**src/rtl/dde_pkg.sv**
```systemverilog
// Package for the decimal digit emitter: item structs, register indexes,
// blank mode codes, sequencer states, cell control and the power-of-ten table.
// No dependencies.
`default_nettype none

package dde_pkg;

  localparam int VALUE_W     = 24;
  localparam int ADDR_W      = 16;
  localparam int POS_W       = 3;
  localparam int CODE_W      = 4;
  localparam int DIG_W       = 4;
  localparam int NDIG_W      = 3;
  localparam int CFG_IDX_W   = 2;
  localparam int CFG_DATA_W  = 16;
  localparam int POW10_W     = 27;
  localparam int BIT_CNT_W   = $clog2(VALUE_W);
  localparam int MAX_DIGITS_DEF = 6;

  localparam logic [NDIG_W-1:0] NUM_DIGITS_RST  = 3'd6;
  localparam logic [ADDR_W-1:0] ADDR_STRIDE_RST = 16'h0040;
  localparam logic [CODE_W-1:0] BLANK_CODE      = 4'd10;

  localparam logic [CFG_IDX_W-1:0] CFG_NUM_DIGITS  = 2'd0;
  localparam logic [CFG_IDX_W-1:0] CFG_BLANK_MODE  = 2'd1;
  localparam logic [CFG_IDX_W-1:0] CFG_ADDR_STRIDE = 2'd2;

  typedef enum logic [1:0] {
    BM_SKIP      = 2'd0,
    BM_BLANK     = 2'd1,
    BM_ALL       = 2'd2,
    BM_KEEP_LAST = 2'd3
  } blank_mode_t;

  typedef enum logic [1:0] {
    ST_IDLE,
    ST_CONV,
    ST_EMIT
  } state_t;

  typedef struct packed {
    logic [VALUE_W-1:0] value;
    logic [ADDR_W-1:0]  base_addr;
  } in_item_t;

  typedef struct packed {
    logic [POS_W-1:0]  position;
    logic [ADDR_W-1:0] digit_addr;
    logic [CODE_W-1:0] digit_code;
    logic              last_digit;
    logic              overflowed;
  } out_item_t;

  typedef struct packed {
    logic clear;    // zero the digit
    logic dabble;   // add-3 correct, then shift one bit in
    logic advance;  // take the neighbor's digit
  } cell_ctrl_t;

  function automatic logic [POW10_W-1:0] pow10(input logic [3:0] n);
    logic [POW10_W-1:0] p;
    unique case (n)
      4'd0:    p = 27'd1;
      4'd1:    p = 27'd10;
      4'd2:    p = 27'd100;
      4'd3:    p = 27'd1000;
      4'd4:    p = 27'd10000;
      4'd5:    p = 27'd100000;
      4'd6:    p = 27'd1000000;
      4'd7:    p = 27'd10000000;
      4'd8:    p = 27'd100000000;
      default: p = 27'd100000000;
    endcase
    return p;
  endfunction

endpackage

`default_nettype wire

```
**src/rtl/dde_cell.sv**
```systemverilog
// One BCD digit cell of the conversion chain.
// Depends on dde_pkg (cell_ctrl_t, DIG_W).
`default_nettype none

module dde_cell (
  input  wire                        clk,
  input  wire dde_pkg::cell_ctrl_t   ctrl,
  input  wire                        carry_in,
  output logic                       carry_out,
  input  wire [dde_pkg::DIG_W-1:0]   dig_in,
  output logic [dde_pkg::DIG_W-1:0]  dig_out
);

  logic [dde_pkg::DIG_W-1:0] dig_r;
  logic [dde_pkg::DIG_W-1:0] corr;

  // add 3 to digits of five or more so the shift stays decimal
  always_comb begin
    corr = (dig_r >= 4'd5) ? dig_r + 4'd3 : dig_r;
  end

  assign carry_out = corr[dde_pkg::DIG_W-1];
  assign dig_out   = dig_r;

  always_ff @(posedge clk) begin
    if (ctrl.clear) begin
      dig_r <= '0;
    end else if (ctrl.dabble) begin
      dig_r <= {corr[dde_pkg::DIG_W-2:0], carry_in};
    end else if (ctrl.advance) begin
      dig_r <= dig_in;
    end
  end

endmodule

`default_nettype wire

```
**src/rtl/decimal_digit_emitter_blanking.sv**
```systemverilog
// Decimal digit emitter with leading-zero blanking: top level.
// Depends on dde_pkg and dde_cell.
//
//  channel  | ports                          | handshake
//  ---------+--------------------------------+-------------------------------
//  input    | start, busy, in_data           | taken when start && !busy
//  result   | out_valid, out_data            | one-cycle strobe, no backpressure
//  config   | cfg_we, cfg_index, cfg_data    | written when cfg_we is high
//
// From the accepting edge busy stays high while the value is shifted bit by
// bit through the chain of BCD cells (double dabble) and then while the
// digits are walked out, one digit per cycle (in skip mode leading zeros give
// no result). busy drops as the last digit is registered, so the next item
// may start while that result is on the output. Reset is synchronous, active
// low, and clears control state and the registers to their defaults. The
// receiver cannot stall the block.
`default_nettype none

module decimal_digit_emitter_blanking #(
  parameter int MAX_DIGITS = dde_pkg::MAX_DIGITS_DEF
) (
  input  wire                              clk,
  input  wire                              rst_n,
  input  wire                              start,
  output logic                             busy,
  input  wire dde_pkg::in_item_t           in_data,
  output logic                             out_valid,
  output dde_pkg::out_item_t               out_data,
  input  wire                              cfg_we,
  input  wire [dde_pkg::CFG_IDX_W-1:0]     cfg_index,
  input  wire [dde_pkg::CFG_DATA_W-1:0]    cfg_data
);

  localparam int IDX_W = (MAX_DIGITS > 1) ? $clog2(MAX_DIGITS) : 1;
  localparam logic [3:0] MAX_N = 4'(MAX_DIGITS);

  // configuration registers
  logic [dde_pkg::NDIG_W-1:0] num_digits_r;
  dde_pkg::blank_mode_t       blank_mode_r;
  logic [dde_pkg::ADDR_W-1:0] addr_stride_r;

  // control and item state
  dde_pkg::state_t               state_r, state_nxt;
  logic [dde_pkg::VALUE_W-1:0]   val_r, val_nxt;
  logic [dde_pkg::BIT_CNT_W-1:0] bit_cnt_r, bit_cnt_nxt;
  logic [dde_pkg::POS_W-1:0]     last_idx_r, last_idx_nxt;
  logic [dde_pkg::POS_W-1:0]     pos_r, pos_nxt;
  logic [dde_pkg::ADDR_W-1:0]    addr_r, addr_nxt;
  logic                          ovf_r, ovf_nxt;
  logic                          seen_r, seen_nxt;
  logic                          out_valid_r, out_valid_nxt;
  dde_pkg::out_item_t            out_data_r, out_data_nxt;

  // cell chain
  dde_pkg::cell_ctrl_t        cell_ctrl;
  logic                       carry [MAX_DIGITS+1];
  logic [dde_pkg::DIG_W-1:0]  cell_dig [MAX_DIGITS];

  // start-time values
  logic [3:0]                  n_eff;
  logic [dde_pkg::POW10_W-1:0] limit;
  logic                        too_big;
  logic [dde_pkg::VALUE_W-1:0] val_sat;

  // emit-time values
  logic [dde_pkg::DIG_W-1:0]   cur_dig;
  logic                        is_last;
  logic                        emit;
  logic [dde_pkg::CODE_W-1:0]  code;

  assign busy      = (state_r != dde_pkg::ST_IDLE);
  assign out_valid = out_valid_r;
  assign out_data  = out_data_r;

  // configuration writes; unknown indexes drop
  always_ff @(posedge clk) begin
    if (!rst_n) begin
      num_digits_r  <= dde_pkg::NUM_DIGITS_RST;
      blank_mode_r  <= dde_pkg::BM_SKIP;
      addr_stride_r <= dde_pkg::ADDR_STRIDE_RST;
    end else if (cfg_we) begin
      unique case (cfg_index)
        dde_pkg::CFG_NUM_DIGITS:  num_digits_r  <= cfg_data[dde_pkg::NDIG_W-1:0];
        dde_pkg::CFG_BLANK_MODE:  blank_mode_r  <= dde_pkg::blank_mode_t'(cfg_data[1:0]);
        dde_pkg::CFG_ADDR_STRIDE: addr_stride_r <= cfg_data;
        default: ;
      endcase
    end
  end

  // clamp the digit count to 1..MAX_DIGITS and saturate the value
  always_comb begin
    n_eff = {1'b0, num_digits_r};
    if (n_eff == 4'd0) begin
      n_eff = 4'd1;
    end
    if (n_eff > MAX_N) begin
      n_eff = MAX_N;
    end
    limit   = dde_pkg::pow10(n_eff);
    too_big = ({3'b000, in_data.value} >= limit);
    val_sat = too_big ? dde_pkg::VALUE_W'(limit - 27'd1) : in_data.value;
  end

  // the chain: bits enter at cell 0 during conversion, digits move up
  // toward the most significant end during emission
  assign carry[0] = val_r[dde_pkg::VALUE_W-1];

  for (genvar k = 0; k < MAX_DIGITS; k++) begin : g_cell
    logic [dde_pkg::DIG_W-1:0] dig_in;
    if (k == 0) begin : g_first
      assign dig_in = '0;
    end else begin : g_rest
      assign dig_in = cell_dig[k-1];
    end
    dde_cell u_cell (
      .clk       (clk),
      .ctrl      (cell_ctrl),
      .carry_in  (carry[k]),
      .carry_out (carry[k+1]),
      .dig_in    (dig_in),
      .dig_out   (cell_dig[k])
    );
  end

  // current digit sits in the top cell of the active window
  assign cur_dig = cell_dig[last_idx_r[IDX_W-1:0]];
  assign is_last = (pos_r == last_idx_r);

  // leading-zero handling for the digit on show
  always_comb begin
    seen_nxt = seen_r | (cur_dig != 4'd0);
    code     = cur_dig;
    emit     = 1'b1;
    if (!seen_nxt) begin
      unique case (blank_mode_r)
        dde_pkg::BM_SKIP:      emit = 1'b0;
        dde_pkg::BM_BLANK:     code = dde_pkg::BLANK_CODE;
        dde_pkg::BM_ALL:       code = cur_dig;
        dde_pkg::BM_KEEP_LAST: code = is_last ? cur_dig : dde_pkg::BLANK_CODE;
        default:               code = cur_dig;
      endcase
    end
  end

  // sequencer: next state and outputs
  always_comb begin
    state_nxt     = state_r;
    val_nxt       = val_r;
    bit_cnt_nxt   = bit_cnt_r;
    last_idx_nxt  = last_idx_r;
    pos_nxt       = pos_r;
    addr_nxt      = addr_r;
    ovf_nxt       = ovf_r;
    out_valid_nxt = 1'b0;
    out_data_nxt  = out_data_r;
    cell_ctrl     = '0;

    unique case (state_r)
      dde_pkg::ST_IDLE: begin
        if (start) begin
          val_nxt         = val_sat;
          addr_nxt        = in_data.base_addr;
          ovf_nxt         = too_big;
          last_idx_nxt    = dde_pkg::POS_W'(n_eff - 4'd1);
          bit_cnt_nxt     = '0;
          pos_nxt         = '0;
          cell_ctrl.clear = 1'b1;
          state_nxt       = dde_pkg::ST_CONV;
        end
      end
      dde_pkg::ST_CONV: begin
        // shift one value bit into the chain per cycle
        cell_ctrl.dabble = 1'b1;
        val_nxt          = {val_r[dde_pkg::VALUE_W-2:0], 1'b0};
        bit_cnt_nxt      = bit_cnt_r + dde_pkg::BIT_CNT_W'(1);
        if (bit_cnt_r == dde_pkg::BIT_CNT_W'(dde_pkg::VALUE_W - 1)) begin
          state_nxt = dde_pkg::ST_EMIT;
        end
      end
      dde_pkg::ST_EMIT: begin
        // register one digit, advance the chain and the address
        cell_ctrl.advance       = 1'b1;
        out_valid_nxt           = emit;
        out_data_nxt.position   = pos_r;
        out_data_nxt.digit_addr = addr_r;
        out_data_nxt.digit_code = code;
        out_data_nxt.last_digit = is_last;
        out_data_nxt.overflowed = ovf_r;
        addr_nxt                = addr_r + addr_stride_r;
        pos_nxt                 = pos_r + dde_pkg::POS_W'(1);
        if (is_last) begin
          state_nxt = dde_pkg::ST_IDLE;
        end
      end
      default: state_nxt = dde_pkg::ST_IDLE;
    endcase
  end

  always_ff @(posedge clk) begin
    if (!rst_n) begin
      state_r     <= dde_pkg::ST_IDLE;
      out_valid_r <= 1'b0;
      seen_r      <= 1'b0;
    end else begin
      state_r     <= state_nxt;
      out_valid_r <= out_valid_nxt;
      // forget leading-zero history when a new item starts
      if (state_r == dde_pkg::ST_EMIT) begin
        seen_r <= seen_nxt;
      end else begin
        seen_r <= 1'b0;
      end
    end
  end

  always_ff @(posedge clk) begin
    val_r      <= val_nxt;
    bit_cnt_r  <= bit_cnt_nxt;
    last_idx_r <= last_idx_nxt;
    pos_r      <= pos_nxt;
    addr_r     <= addr_nxt;
    ovf_r      <= ovf_nxt;
    out_data_r <= out_data_nxt;
  end

`ifndef ASSERT_OFF
  // results come only out of the emit phase
  a_out_from_emit: assert property (@(posedge clk) disable iff (!rst_n)
    out_valid_r |-> $past(state_r == dde_pkg::ST_EMIT))
    else $error("result outside emit phase");

  // the final digit of an item always leaves the sequencer idle
  a_last_idle: assert property (@(posedge clk) disable iff (!rst_n)
    (out_valid_r && out_data_r.last_digit) |-> (state_r == dde_pkg::ST_IDLE))
    else $error("last digit while still busy");

  // the saturated value must fit the chain: nothing carries off the top
  a_no_chain_spill: assert property (@(posedge clk) disable iff (!rst_n)
    (state_r == dde_pkg::ST_CONV) |-> !carry[MAX_DIGITS])
    else $error("digit chain overflow");

  // an accepted item moves straight into conversion
  a_start_conv: assert property (@(posedge clk) disable iff (!rst_n)
    (start && !busy) |=> (state_r == dde_pkg::ST_CONV))
    else $error("accepted item not converting");
`endif

endmodule

`default_nettype wire
```
**config.mk**
```make
export PLATFORM = sky130hd
export DESIGN_NAME = decimal_digit_emitter_blanking
export DESIGN_NICKNAME = d
export VERILOG_FILES = /design/src/rtl/dde_pkg.sv /design/src/rtl/dde_cell.sv /design/src/rtl/decimal_digit_emitter_blanking.sv
export SDC_FILE = /design/constraint.sdc
export NUM_CORES = 1
export LEC_CHECK = 0
export ABC_AREA = 1
export BUFFER_PORTS_ARGS = -buffer_cell sky130_fd_sc_hd__clkbuf_2
export CELL_PAD_IN_SITES_DETAIL_PLACEMENT = 0
export CELL_PAD_IN_SITES_GLOBAL_PLACEMENT = 2
export CORE_AREA = 8 8 167 169
export DETAILED_ROUTE_END_ITERATION = 16
export DIE_AREA = 0 0 175 177
export PLACE_DENSITY_LB_ADDON = 0.1
export SLEW_MARGIN = 20
export SYNTH_ARGS = -nofsm -noshare
export SYNTH_HDL_FRONTEND = slang
export SYNTH_SLANG_ARGS = --single-unit
```
**constraint.sdc**
```tcl
create_clock -name clk -period 4.4 [get_ports clk]
set_input_delay 0.22 -clock clk [delete_from_list [all_inputs] [get_ports clk]]
set_output_delay 0.22 -clock clk [all_outputs]
set_load 0.01 [all_outputs]
```
Word level (Yosys, flattened, before mapping)
Memory sizes are Yosys's and may differ from the RTL's.
Cells that the tools add are included.
{ "totals": {"ff_bits": 126, "rom_bits": 400, "input_bits": 62, "out_inout_bits": 27, "elab_cells": 119, "n_memories": 1} }
{ "classes": {"add_sub_neg": 11, "order_cmp": 9, "n_eq_ne": 11, "muxes": 45, "bitwise_logic": 2, "n_reduce_logical": 17} }
{ "memory_table": {"columns": ["name", "depth", "word_bits", "read_ports", "rd_ports_with_merged_regs", "write_ports", "line_no", "rtl"], "rows": [
  ["(no name shown)", 16, 25, 1, 0, 0, "dde_pkg.sv:62", "unique case (n)"]
]} }
{ "op_table": {"columns": ["op", "n"], "rows": [
  ["two-way mux 4 bit", 21],
  ["two-way mux 24 bit", 2],
  ["case mux 24 bit (2 select lines)", 1],
  ["case mux 16 bit (2 select lines)", 1],
  [">= comparator 24 x 27 -> 1 bit", 1],
  [">= comparator 4 x 3 -> 1 bit (second input constant)", 6],
  ["subtractor 24 x 1 -> 24 bit (second input constant)", 1],
  ["adder 4 x 2 -> 4 bit (second input constant)", 5],
  ["adder 16 bit", 1],
  ["two-way mux 16 bit", 1],
  ["AND reduction 2 bit", 7],
  ["binary-select mux 4 bit (select 3 bit)", 1],
  ["two-way mux 3 bit", 4],
  ["case mux 5 bit (2 select lines)", 1],
  ["case mux 4 bit (2 select lines)", 1],
  ["nonzero test 2 bit", 4],
  ["== test 2 x 1 -> 1 bit (second input constant)", 3],
  ["== test 2 bit (second input constant)", 3],
  ["logical NOT 2 bit", 3],
  ["two-way mux 1 bit", 6],
  ["two-way mux 2 bit", 3],
  ["!= test 2 bit (second input constant)", 3],
  ["case mux 2 bit (3 select lines)", 1],
  ["case mux 3 bit (2 select lines)", 1],
  ["14 further kinds", 14]
]} }

Longest topological paths before layout
Gate-level depths: netlist of run 1.
An unclocked memory read counts as a cell.
{ "depth": {"depth_word": 9, "mapped_depth": 20, "depth_no_buf": 18} }

Hierarchy
From an unflattened synthesis of run 1, not the netlist that was laid out.
{ "hier_totals": {"hier_cells": 999, "hier_area_um2": 7807.5} }
{ "modules_own_cells": {"columns": ["mod", "instances", "cells_each", "area_per_inst_um2", "seq_area_each_um2"], "rows": [
  ["decimal_digit_emitter_blanking", 1, 735, 6043.3, 2812.7],
  ["dde_cell", 6, 44, 294.0, 80.1]
]} }

Worst setup path before layout of run 1
No wires, ideal clock.
{ "synth_path": {"kind": "reg2reg", "start": "register state_r[1]", "end": "register bit_cnt_r[0] (netlist name) (enable)", "arrival_ns": 3.099, "required_ns": 3.945, "setup_slack_ns": 0.845, "path_stages_with_launch": 7, "path_buffers": 2, "period_less_slack_ns": 3.555, "path_cell_list": "dfxtp_1 inv_1 ha_1 inv_1 buf_2 buf_1 o21ai_0"} }
{ "synth_between": {"elab_chain_len": 3, "word_cells_on_any_way": 5, "cone_classes": "eq/ne: 2; reduce/logical: 3"} }
{ "synth_lines": {"columns": ["item", "line_no", "rtl"], "rows": [
  ["start: declaration", "decimal_digit_emitter_blanking.sv:43", "dde_pkg::state_t state_r, state_nxt;"],
  ["start signal: assignment", "decimal_digit_emitter_blanking.sv:202", "state_r <= dde_pkg::ST_IDLE;"],
  ["start signal: assignment", "decimal_digit_emitter_blanking.sv:206", "state_r <= state_nxt;"],
  ["== test 2 x 1 -> 1 bit or logical NOT 2 bit (tied branches)", "decimal_digit_emitter_blanking.sv:159", "unique case (state_r)"],
  ["nonzero test 2 bit (no source line) or != test 2 bit (tied branches)", null, null],
  ["AND reduction 2 bit (no source line) *", null, null],
  ["end signal: assignment", "decimal_digit_emitter_blanking.sv:219", "bit_cnt_r <= bit_cnt_nxt;"],
  ["end: declaration", "decimal_digit_emitter_blanking.sv:45", "logic [dde_pkg::BIT_CNT_W-1:0] bit_cnt_r, bit_cnt_nxt;"]
]} }
Every way passes the cells marked *; elsewhere a longest branch is shown, timed or not.
A chain may end at the register's enable or synchronous reset.

Worst setup path after layout of run 1
{ "layout_path": {"start": "register num_digits_r[2] (netlist name)", "end": "register val_r[14] (netlist name), data pin"} }
{ "layout_between": {"elab_chain_len": 9, "word_cells_on_any_way": 10, "cone_classes": "add/sub: 1; order compare: 2; mux: 5; reduce/logical: 1; memory: 1"} }
{ "layout_lines": {"columns": ["item", "line_no", "rtl"], "rows": [
  ["start: declaration", "decimal_digit_emitter_blanking.sv:38", "logic [dde_pkg::NDIG_W-1:0] num_digits_r;"],
  ["start signal: assignment", "decimal_digit_emitter_blanking.sv:78", "num_digits_r <= dde_pkg::NUM_DIGITS_RST;"],
  ["start signal: assignment", "decimal_digit_emitter_blanking.sv:83", "dde_pkg::CFG_NUM_DIGITS: num_digits_r <= cfg_data[dde_pkg::NDIG_W-1:0];"],
  ["logical NOT 3 bit", "decimal_digit_emitter_blanking.sv:94", "if (n_eff == 4'd0) begin"],
  ["two-way mux 3 bit *", "decimal_digit_emitter_blanking.sv:94", null],
  ["> comparator 4 x 3 -> 1 bit", "decimal_digit_emitter_blanking.sv:97", "if (n_eff > MAX_N) begin"],
  ["two-way mux 3 bit *", "decimal_digit_emitter_blanking.sv:97", null],
  ["memory (16 x 25 bit) *", null, null],
  ["subtractor 24 x 1 -> 24 bit or >= comparator 24 x 27 -> 1 bit (tied branches)", "decimal_digit_emitter_blanking.sv:102, decimal_digit_emitter_blanking.sv:101", null],
  ["two-way mux 24 bit *", "decimal_digit_emitter_blanking.sv:102", "val_sat = too_big ? dde_pkg::VALUE_W'(limit - 27'd1) : in_data.value;"],
  ["two-way mux 24 bit *", "decimal_digit_emitter_blanking.sv:161", "if (start) begin"],
  ["case mux 24 bit (2 select lines) *", "decimal_digit_emitter_blanking.sv:159", null],
  ["via val_nxt, one bit", "decimal_digit_emitter_blanking.sv:44", "logic [dde_pkg::VALUE_W-1:0] val_r, val_nxt;"],
  ["end signal: assignment", "decimal_digit_emitter_blanking.sv:218", "val_r <= val_nxt;"],
  ["end: declaration", "decimal_digit_emitter_blanking.sv:44", null]
]} }
Mark *: on every way through the listed nets, which the timed path passes. The rest lies on a longest branch. The select of a mux whose other input is x is not followed.

==> summary by stage, run 1 <==
CTS
Buffers inserted to repair hold after CTS numbered 1. The clock net in this run drives a total of roughly 130 sinks. The clock reaches the later pin of the worst-skew pair after roughly 420 ps. TritonCTS built the clock tree. The post-cts resize count is 0. In this run the clock root is driven by a clkbuf_16.

The number of setup buffers added after CTS is 0. The number of buffers created by CTS is 17. In this run the number of H-tree levels came out at 4. Clock-pin slew was measured on the worst setup and hold paths at about 70 ps.

The clock passes through at most 2 buffers.

Run
The tool flagged a number of max-cap violations equal to 0.

Place
The final weighted congestion in routability-driven placement is 0.759. Input and output buffers added on the ports amount to 88. Once placement finished, the instance area stood at about 8000 um2. The post-detailed-placement half-perimeter wirelength is approximately 16000 um.

Logic synthesis
Synthesis handed over a netlist of between 900 and 1000 instances. By area, the combinational part of the netlist is dominated by simple AND/OR/NAND/NOR gates. In this run the mean area of a mapped cell was 8.12 um2. For this run, the number of Yosys warnings is 0. The sequential fraction of the synthesis area is ~44%.

Synthesis produced a netlist with a net count of a little over 1000. The synthesized netlist devotes ~22% of its cell area to simple gates. The synthesized netlist devotes around 14% of its cell area to compound gates. The xor and xnor area share after synthesis is 2.71%.

Yosys mapped the design onto 34 distinct sky130hd cell types. The register bit count reported by yosys is 126. The adder-cell share of the synthesized area is 9.87%. The synthesized netlist occupies a cell area of about 7400 um2.

The multiplexer share of the synthesized area is 0%.

Die
From bottom edge to top edge, the die measures around 180 um. The placeable core region is around 25000 um2. The initial core utilization is approximately 30%.

The top-level port count is 89. The full die area is just over 30000 um2. The die is 175 um wide. The floorplan has a little under 60 rows.

Critical path
The most common cell type on the critical path is nand2_1. Of all nets on the critical path, the largest fanout is 21. The delay of the slowest cell on the worst path is 590 ps. The worst register-to-register path ends at val_r[14]$_DFFE_PP_. STA classifies the critical path startpoint as a register. The startpoint-to-endpoint class of the critical path is register to register. The signal on the critical path passes through nand2_1 > a21oi_1 > ha_1 > nand2_1 > a21boi_0 > ha_1 > a21oi_1 > o21a_1 > nand3_1 > nand2_1 > nand2_2 > nand2_1 > nand2_1 > nand2_1 > nand2_1.

The total buffers and inverters traversed by the critical path is 0. In this run the critical register-to-register path is launched from num_digits_r[2]$_SDFFE_PN1P_. The reg-to-reg setup timing slack is 730 ps. The kind of cell with the highest combined delay on the critical path is simple AND/OR/NAND/NOR gates. The total stage count of the critical path is 15.

On the critical path, the stage with the largest delay is an instance of dfxtp_1. The cell count of the worst reg-to-reg path is 15. At the worst endpoint, the required time is approximately 4600 ps. The worst setup path is captured at a register. At the worst endpoint, the arrival time is 3850 ps.

Hold path
The type of the most critical hold path is input port to register. The startpoint identified for the worst hold timing path is cfg_data[13]. Counting instances, the worst hold path has a depth of 3.

The destination of the worst hold path is addr_stride_r[13]$_SDFFE_PN0P_.

Routing
The detail route stage leaves a number of antenna-violating nets equal to 0. For this block, the initial DRC count from the detailed router was 345. The detailed router placed 6284 vias in this run. The mean number of vias per cell is between 4 and 5. The first-pass iteration count of the detailed router is 4. The post-detailed-route DRC marker count is 0. Dividing the detail-routed wire length by the instance count gives 16.3 um. The routed design has about 22000 um of wire.

Pwr
The switching part of the total power is around two fifths. The share of total power dissipated in sequential elements is 36.4%. The fraction of power consumed by the clock network is 28.2%. The power per cell area is around 610 nW/um2. The leakage power summed over all cells is a little under 4 nW. The largest voltage drop on the vdd net is about 0.34 mV. The internal power component is around 0.0033 W. Combinational logic burns a little over a third of the power. Summed over all nets, the switching power comes to approximately 0.0021 W.

STA
The final worst hold slack is a little under 30 ps. Setup repair after global routing left no endpoint under its margin. After layout, the worst path uses 83.5% of the clock period.

Across the routed clock network, the largest skew measured is slightly above 8 ps. The final-report setup violation count is 0. For the finished layout, the period the worst path requires is approximately 3700 ps. The sum of negative setup slack is 0 ps. The worst slew margin relative to its limit is 32.5%. The transition time of the tightest slew-check pin is approximately 1000 ps.

The count of endpoints failing hold in the final timing report is 0. Derived from the worst setup path, the maximum achievable clock frequency is around 270 MHz. The number of max-slew violations in the final report is 0.

Global route
The first-pass GRT wire length is between 30000 and 40000 um. The number of antenna violations at the first check in global routing is 0. Entering global routing, the biggest net connects just over 40 pins. The global-route total usage across every layer is between 10 and 15%. The via count of the first global-routing pass is slightly above 6000. The total grt overflow is 0.

Cells and area
At the end of the flow, the number of nets in the layout was 1116. The antenna cell count is 0. The post-route netlist has 14.2% of its cells at a drive strength greater than 1. The area added between synthesis and finish is 18.8%. With fillers left out, the area of the finished cells amounts to a little under 9000 um2. The layout filler cell count is between 2000 and 3000.

Summing all multi-input logic gate instances after layout gives roughly 3600 um2. The sequential cell area in the final layout is between 3000 and 4000 um2.

Outcome
The flow ran to the end, and the final reports show no timing, DRC or antenna violations.
-- registers in the layout (all words and copies together) (netlist names) --
register / count
out_data: 25
g_cell.u_cell.dig_out: 24
val_r: 24
addr_r: 16
addr_stride_r: 16
bit_cnt_r: 5
last_idx_r: 3
num_digits_r: 3
pos_r: 3
blank_mode_r: 2
state_r: 2
out_valid: 1
ovf_r: 1
seen_r: 1
-- logic make-up after synthesis --
logic type,Yosys count
AND/OR/NAND/NOR,385
AO/OA/AOI/OAI,196
buffers and inverters,127
flip-flops,126
adder cells (fa/ha/maj),58
XOR/XNOR,23
-- cells in the final DEF (no fill, tap or decap), types with 8 or more instances in the layout --
| master | count |
|---|---|
| ha_1 | 56 |
| dfxtp_1 | 49 |
| nand3_1 | 65 |
| clkbuf_2 | 88 |
| xnor2_1 | 10 |
| nand3b_1 | 16 |
| nor2_1 | 44 |
| xor2_1 | 13 |
| o21ai_0 | 59 |
| a21oi_1 | 102 |
| a221oi_1 | 10 |
| edfxtp_1 | 77 |
| buf_4 | 8 |
| o211ai_1 | 8 |
| nand2_1 | 244 |
| clkbuf_16 | 17 |
| inv_1 | 88 |
-- power by group through the flow --
stage	clock network [W]	logic [W]	registers, W
after CTS	0.00156	0.00195	0.00196
final	0.00152	0.00191	0.00196
after detailed placement	0	0.00194	0.00199
after floorplan	0	0.00134	0.00195
after global routing	0.00160	0.00218	0.00200
after global placement	0	0.00196	0.00198
-- routing by layer --
layer	vias up	wire, um	global-route usage [%]
met5	-	0	0
met3	11	667	2.92
met2	92	9520	21.2
li1	3261	-	-
met1	2920	11500	20.4
met4	0	162	3.29
-- cell usage after synthesis --
| cell | n | share of area [%] |
|---|---|---|
| o21a_1 | 3 | 0.30 |
| nand2_1 | 244 | 12 |
| a21boi_0 | 1 | 0.10 |
| o21ai_0 | 61 | 4.1 |
| nand3_1 | 65 | 4.4 |
| nor2_2 | 1 | 0.084 |
| a221oi_1 | 10 | 1.2 |
| ha_1 | 57 | 9.6 |
| buf_2 | 11 | 0.74 |
| dfxtp_1 | 49 | 13 |
| nor3_1 | 4 | 0.27 |
| a21o_1 | 1 | 0.10 |
| nand4_1 | 4 | 0.34 |
| buf_4 | 2 | 0.20 |
| o21bai_1 | 3 | 0.30 |
| xor2_1 | 13 | 1.5 |
| buf_1 | 3 | 0.15 |
| inv_1 | 88 | 4.4 |
| inv_2 | 4 | 0.20 |
| nor2_1 | 44 | 2.2 |
| edfxtp_1 | 77 | 31 |
| o21ai_1 | 5 | 0.34 |
| fa_1 | 1 | 0.27 |
| clkbuf_1 | 16 | 0.81 |
| a21oi_1 | 102 | 6.9 |
| xnor2_1 | 10 | 1.2 |
| nand2_2 | 2 | 0.17 |
| or2_2 | 5 | 0.42 |
| a31oi_1 | 1 | 0.084 |
| buf_6 | 2 | 0.30 |
| a21boi_2 | 1 | 0.15 |
| clkbuf_2 | 1 | 0.067 |
| o211ai_1 | 8 | 0.81 |
| nand3b_1 | 16 | 1.6 |
-- tightest hold or removal path, cell delays in order --
cell and delay [ps]:
clkbuf_2 80, nand2_1 50, a21oi_1 50
-- metrics by stage --
stage / setup slack, ps / instances / util [%] / total power, W
2_1_floorplan: 845 / 915 / - / 0.00329
3_3_place_gp: 777 / 1311 / 32.2 / 0.00394
3_5_place_dp: 698 / 1311 / 32.2 / 0.00393
4_1_cts: 713 / 1344 / 34.6 / 0.00547
5_1_grt: 363 / 1344 / 34.6 / 0.00579
6_report: 727 / 1344 / 34.6 / 0.00538
-- how the worst max path moves through the flow --
stage | start | to | slack [ps]
final | num_digits_r[2]$_SDFFE_PN1P_ | val_r[14]$_DFFE_PP_ | 730
after global routing | num_digits_r[2]$_SDFFE_PN1P_ | val_r[14]$_DFFE_PP_ | 360
after CTS | num_digits_r[2]$_SDFFE_PN1P_ | val_r[14]$_DFFE_PP_ | 710
after detailed placement | num_digits_r[2]$_SDFFE_PN1P_ | val_r[18]$_DFFE_PP_ | 700
after global placement | num_digits_r[2]$_SDFFE_PN1P_ | val_r[19]$_DFFE_PP_ | 780
after floorplan | state_r[1]$_SDFFE_PN0P_ | bit_cnt_r[0]$_SDFFCE_PN0P_ | 850
-- cell type report --
class                      count  area share, %
sequential                   126           37.3
multi-input combinational    662           41.2
timing repair buffer          97           5.79
tap                          335           4.75
clock buffer                  17           4.82
clock inverter                15           2.24
inverter                      92           3.91
Power figures use the tool's default switching activity.
==> run 2: changes to the inputs <==
- clock period: 4.4 -> 3.6 ns (I/O delays scaled with it)
==> summary by stage, run 2 (synthesis gave the netlist of run 1 again) <==
Cells and area
The utilization after layout is 35.1% (+0.41 points). The share of post-route cells with drive strength above 1 was 14.6% (+0.45 points). The antenna cell count is 0 (unchanged). The count of nets after finishing is 1133 (+1.5%). In the layout the commonest cells are nand2_1 (244), a21oi_1 (102), inv_1 (88), clkbuf_2 (88), edfxtp_1 (77).

The most common library cell in the layout ignoring fill and taps is nand2_1. The number of flip-flops under the largest register name is 25 (unchanged). From synthesis to final layout, the design area changed by 20.2%.

Global route
The largest net degree at the start of global routing is 57 (+39%). The via count of the first global-routing pass is 6455 (+4.5%). The global-route total usage across every layer is 14.1% (about the same). The total grt overflow is 0 (unchanged). The number of antenna violations at the first check in global routing is 0 (unchanged).

The first-pass GRT wire length is 34800 um (+0.56%).

Die
The placeable core region is 25500 um2 (unchanged). The die boundary width came to 175 um (unchanged). The initial core utilization is 29.2% (unchanged). The cell row count is 59 (unchanged).

The height of the chip came to 177 um (unchanged). The top-level port count is 89 (unchanged). The full die area is 31000 um2 (unchanged).

Outcome
The flow ran to the end, and the final reports show no timing, DRC or antenna violations.

Critical path
The delay of the slowest cell on the worst path is 500 ps (-90 ps). The critical path arrival was 3330 ps (-520 ps). The worst endpoint required time is 3760 ps (-820 ps). STA classifies the critical path startpoint as a register. The cell count of the worst reg-to-reg path is 14 (-1). The largest fanout on the critical path came to 20 (-4.8%). The reg-to-reg setup timing slack is 440 ps (-290 ps). The slowest stage cell on the critical path is dfxtp_1. Among the stages of the critical path, the cell type that occurs most often is nand3_1. The worst register-to-register path begins at num_digits_r[1]$_SDFFE_PN1P_.

The end of the worst register-to-register path is val_r[23]$_DFFE_PP_. Traced cell by cell, the critical path runs through nor2_1 > a21oi_1 > inv_1 > ha_1 > a21boi_0 > ha_1 > a21oi_1 > o21a_1 > nand3_1 > nand2_1 > buf_4 > nand3_1 > nand3_1 > nand2_1. The critical path capture point type is a register. The startpoint-to-endpoint class of the critical path is register to register.

Pwr
The power per cell area is 718 nW/um2 (+18%). The largest voltage drop on the vdd net is 0.242 mV (-28%). The leakage power summed over all cells was 3.94 nW (+1.1%).

Routing
The first-pass iteration count of the detailed router was 4 (unchanged). The detailed router's first-iteration violation count is 318 (-7.8%). The final routed wirelength across all metal layers came to 21800 um (-0.39%). The average wire per cell in the routed design is 16.0 um (-1.6%). The post-detailed-route DRC marker count is 0 (unchanged). The number of nets with antenna violations after routing is 0 (unchanged).

The mean number of vias per cell is 4.68 (about the same). The via count is 6367 (+1.3%).

STA
The final-report setup violation count is 0 (unchanged). The transition time of the tightest slew-check pin was 757 ps (-254 ps). The final worst clock skew was 12.0 ps (+3.80 ps). The count of endpoints failing hold in the final timing report is 0 (unchanged). The number of max-slew violations in the final report is 0 (unchanged). Setup repair after global routing left no endpoint under its margin. The portion of the clock cycle consumed by the worst path in the final layout is 87.8% (+4.3 points). The worst slew margin relative to its limit is 49.1% (+17 points). The sum of negative setup slack is 0 ps (unchanged). The final critical delay including setup and external delays was 3160 ps (-512 ps). The maximum frequency from static timing analysis is 316 MHz (+16%).

Hold path
The destination of the worst hold path is addr_r[13]$_DFFE_PP_. The number of instances on the worst hold path is 3 (unchanged). The worst hold path belongs to the class input port to register. The worst hold path begins at in_data[13].

Place
The post-detailed-placement half-perimeter wirelength came to 15900 um (about the same). The final weighted congestion in routability-driven placement is 0.798 (+5.1%). The number of buffers added on ports was 88 (unchanged).

CTS
The maximum clock path buffer count is 2 (unchanged). The root buffer cell chosen for the clock tree is clkbuf_16. The number of levels the H-tree was split into is 4 (unchanged). The clock tree from TritonCTS is done. The clock-pin slew of the registers on the worst-case setup and hold paths is 70 ps (about the same). The sink count of the clock tree is 126 (unchanged). The insertion delay of the later-clocked pin in the worst-skew pair came to 420 ps (about the same). The number of buffers created by CTS is 17 (unchanged).

Run
The max capacitance violation total is 0 (unchanged).
-- run 2: changes by cell type in the layout (fill, tap and decap cells not counted), sizes merged --
| cell | change |
|---|---|
| clkinvlp | +2 |
| dlygate4sd3 | +11 |
| bufinv | -3 |
| buf | +6 |
| inv | +1 |
-- run 2: through the flow --
step | area [um2] | total power [W] | cells | hold WS (ps) | setup WS, ps
after floorplan | 7430 | 0.00402 | 915 | 293 | 45.1
after global placement | 8240 | 0.00484 | 1317 | 390 | 418
after detailed placement | 8240 | 0.00482 | 1317 | 395 | 338
after CTS | 8920 | 0.00653 | 1361 | 8.83 | 315
after global routing | 8930 | 0.00694 | 1361 | 24.0 | 102
final | 8930 | 0.00641 | 1361 | 28.6 | 438
-- run 2: power breakdown --
| part | internal (W) | leakage (nW) | switching, W |
|---|---|---|---|
| Clock | 0.000917 | 0.276 | 0.000748 |
| Combinational | 0.000778 | 2.54 | 0.00157 |
| Sequential | 0.00214 | 1.13 | 0.000259 |
-- run 2: area by class of cell --
| cell class | instances | area, um2 |
|---|---|---|
| Fill cell | 2763 | 16500 |
| Multi-Input combinational cell | 662 | 3640 |
| Sequential cell | 126 | 3290 |
| Timing Repair Buffer | 114 | 666 |
| Clock buffer | 17 | 425 |
| Tap cell | 335 | 419 |
| Inverter | 92 | 345 |
| Clock inverter | 15 | 143 |
-- run 2: worst max path at each step --
stage	start	to	cells after the start	slack, ps
floorplan	state_r[1]$_SDFFE_PN0P_	bit_cnt_r[0]$_SDFFCE_PN0P_	6	50
global placement	num_digits_r[1]$_SDFFE_PN1P_	val_r[17]$_DFFE_PP_	15	420
detailed placement	num_digits_r[1]$_SDFFE_PN1P_	val_r[14]$_DFFE_PP_	15	340
CTS	num_digits_r[1]$_SDFFE_PN1P_	val_r[14]$_DFFE_PP_	15	310
global route	num_digits_r[1]$_SDFFE_PN1P_	val_r[18]$_DFFE_PP_	18	100
finish	num_digits_r[1]$_SDFFE_PN1P_	val_r[23]$_DFFE_PP_	14	440
-- run 2: timing repair --
action                                  4_1_cts  5_1_grt
hold endpoints to repair                     12        0
resized for setup                             0        1
buffers inserted                              0        0
hold buffers                                 12        0
endpoints found under the setup margin        0        4
-- run 2: layer usage --
metal	GRT usage [%]	share of wire, %	vias to the layer above
met5	0	0	-
met3	2.54	3.1	13
li1	-	-	3300
met1	19.4	51	2953
met4	3.89	0.94	0
met2	22.4	45	101
-- run 2: critical path: cells and delay by family, from the launching register on --
family                   cells  cell delay (ps)
AO/OA/AOI/OAI                4              810
adder cells (fa/ha/maj)      2              560
buffers and inverters        2              390
flip-flops                   1              500
AND/OR/NAND/NOR              6              670
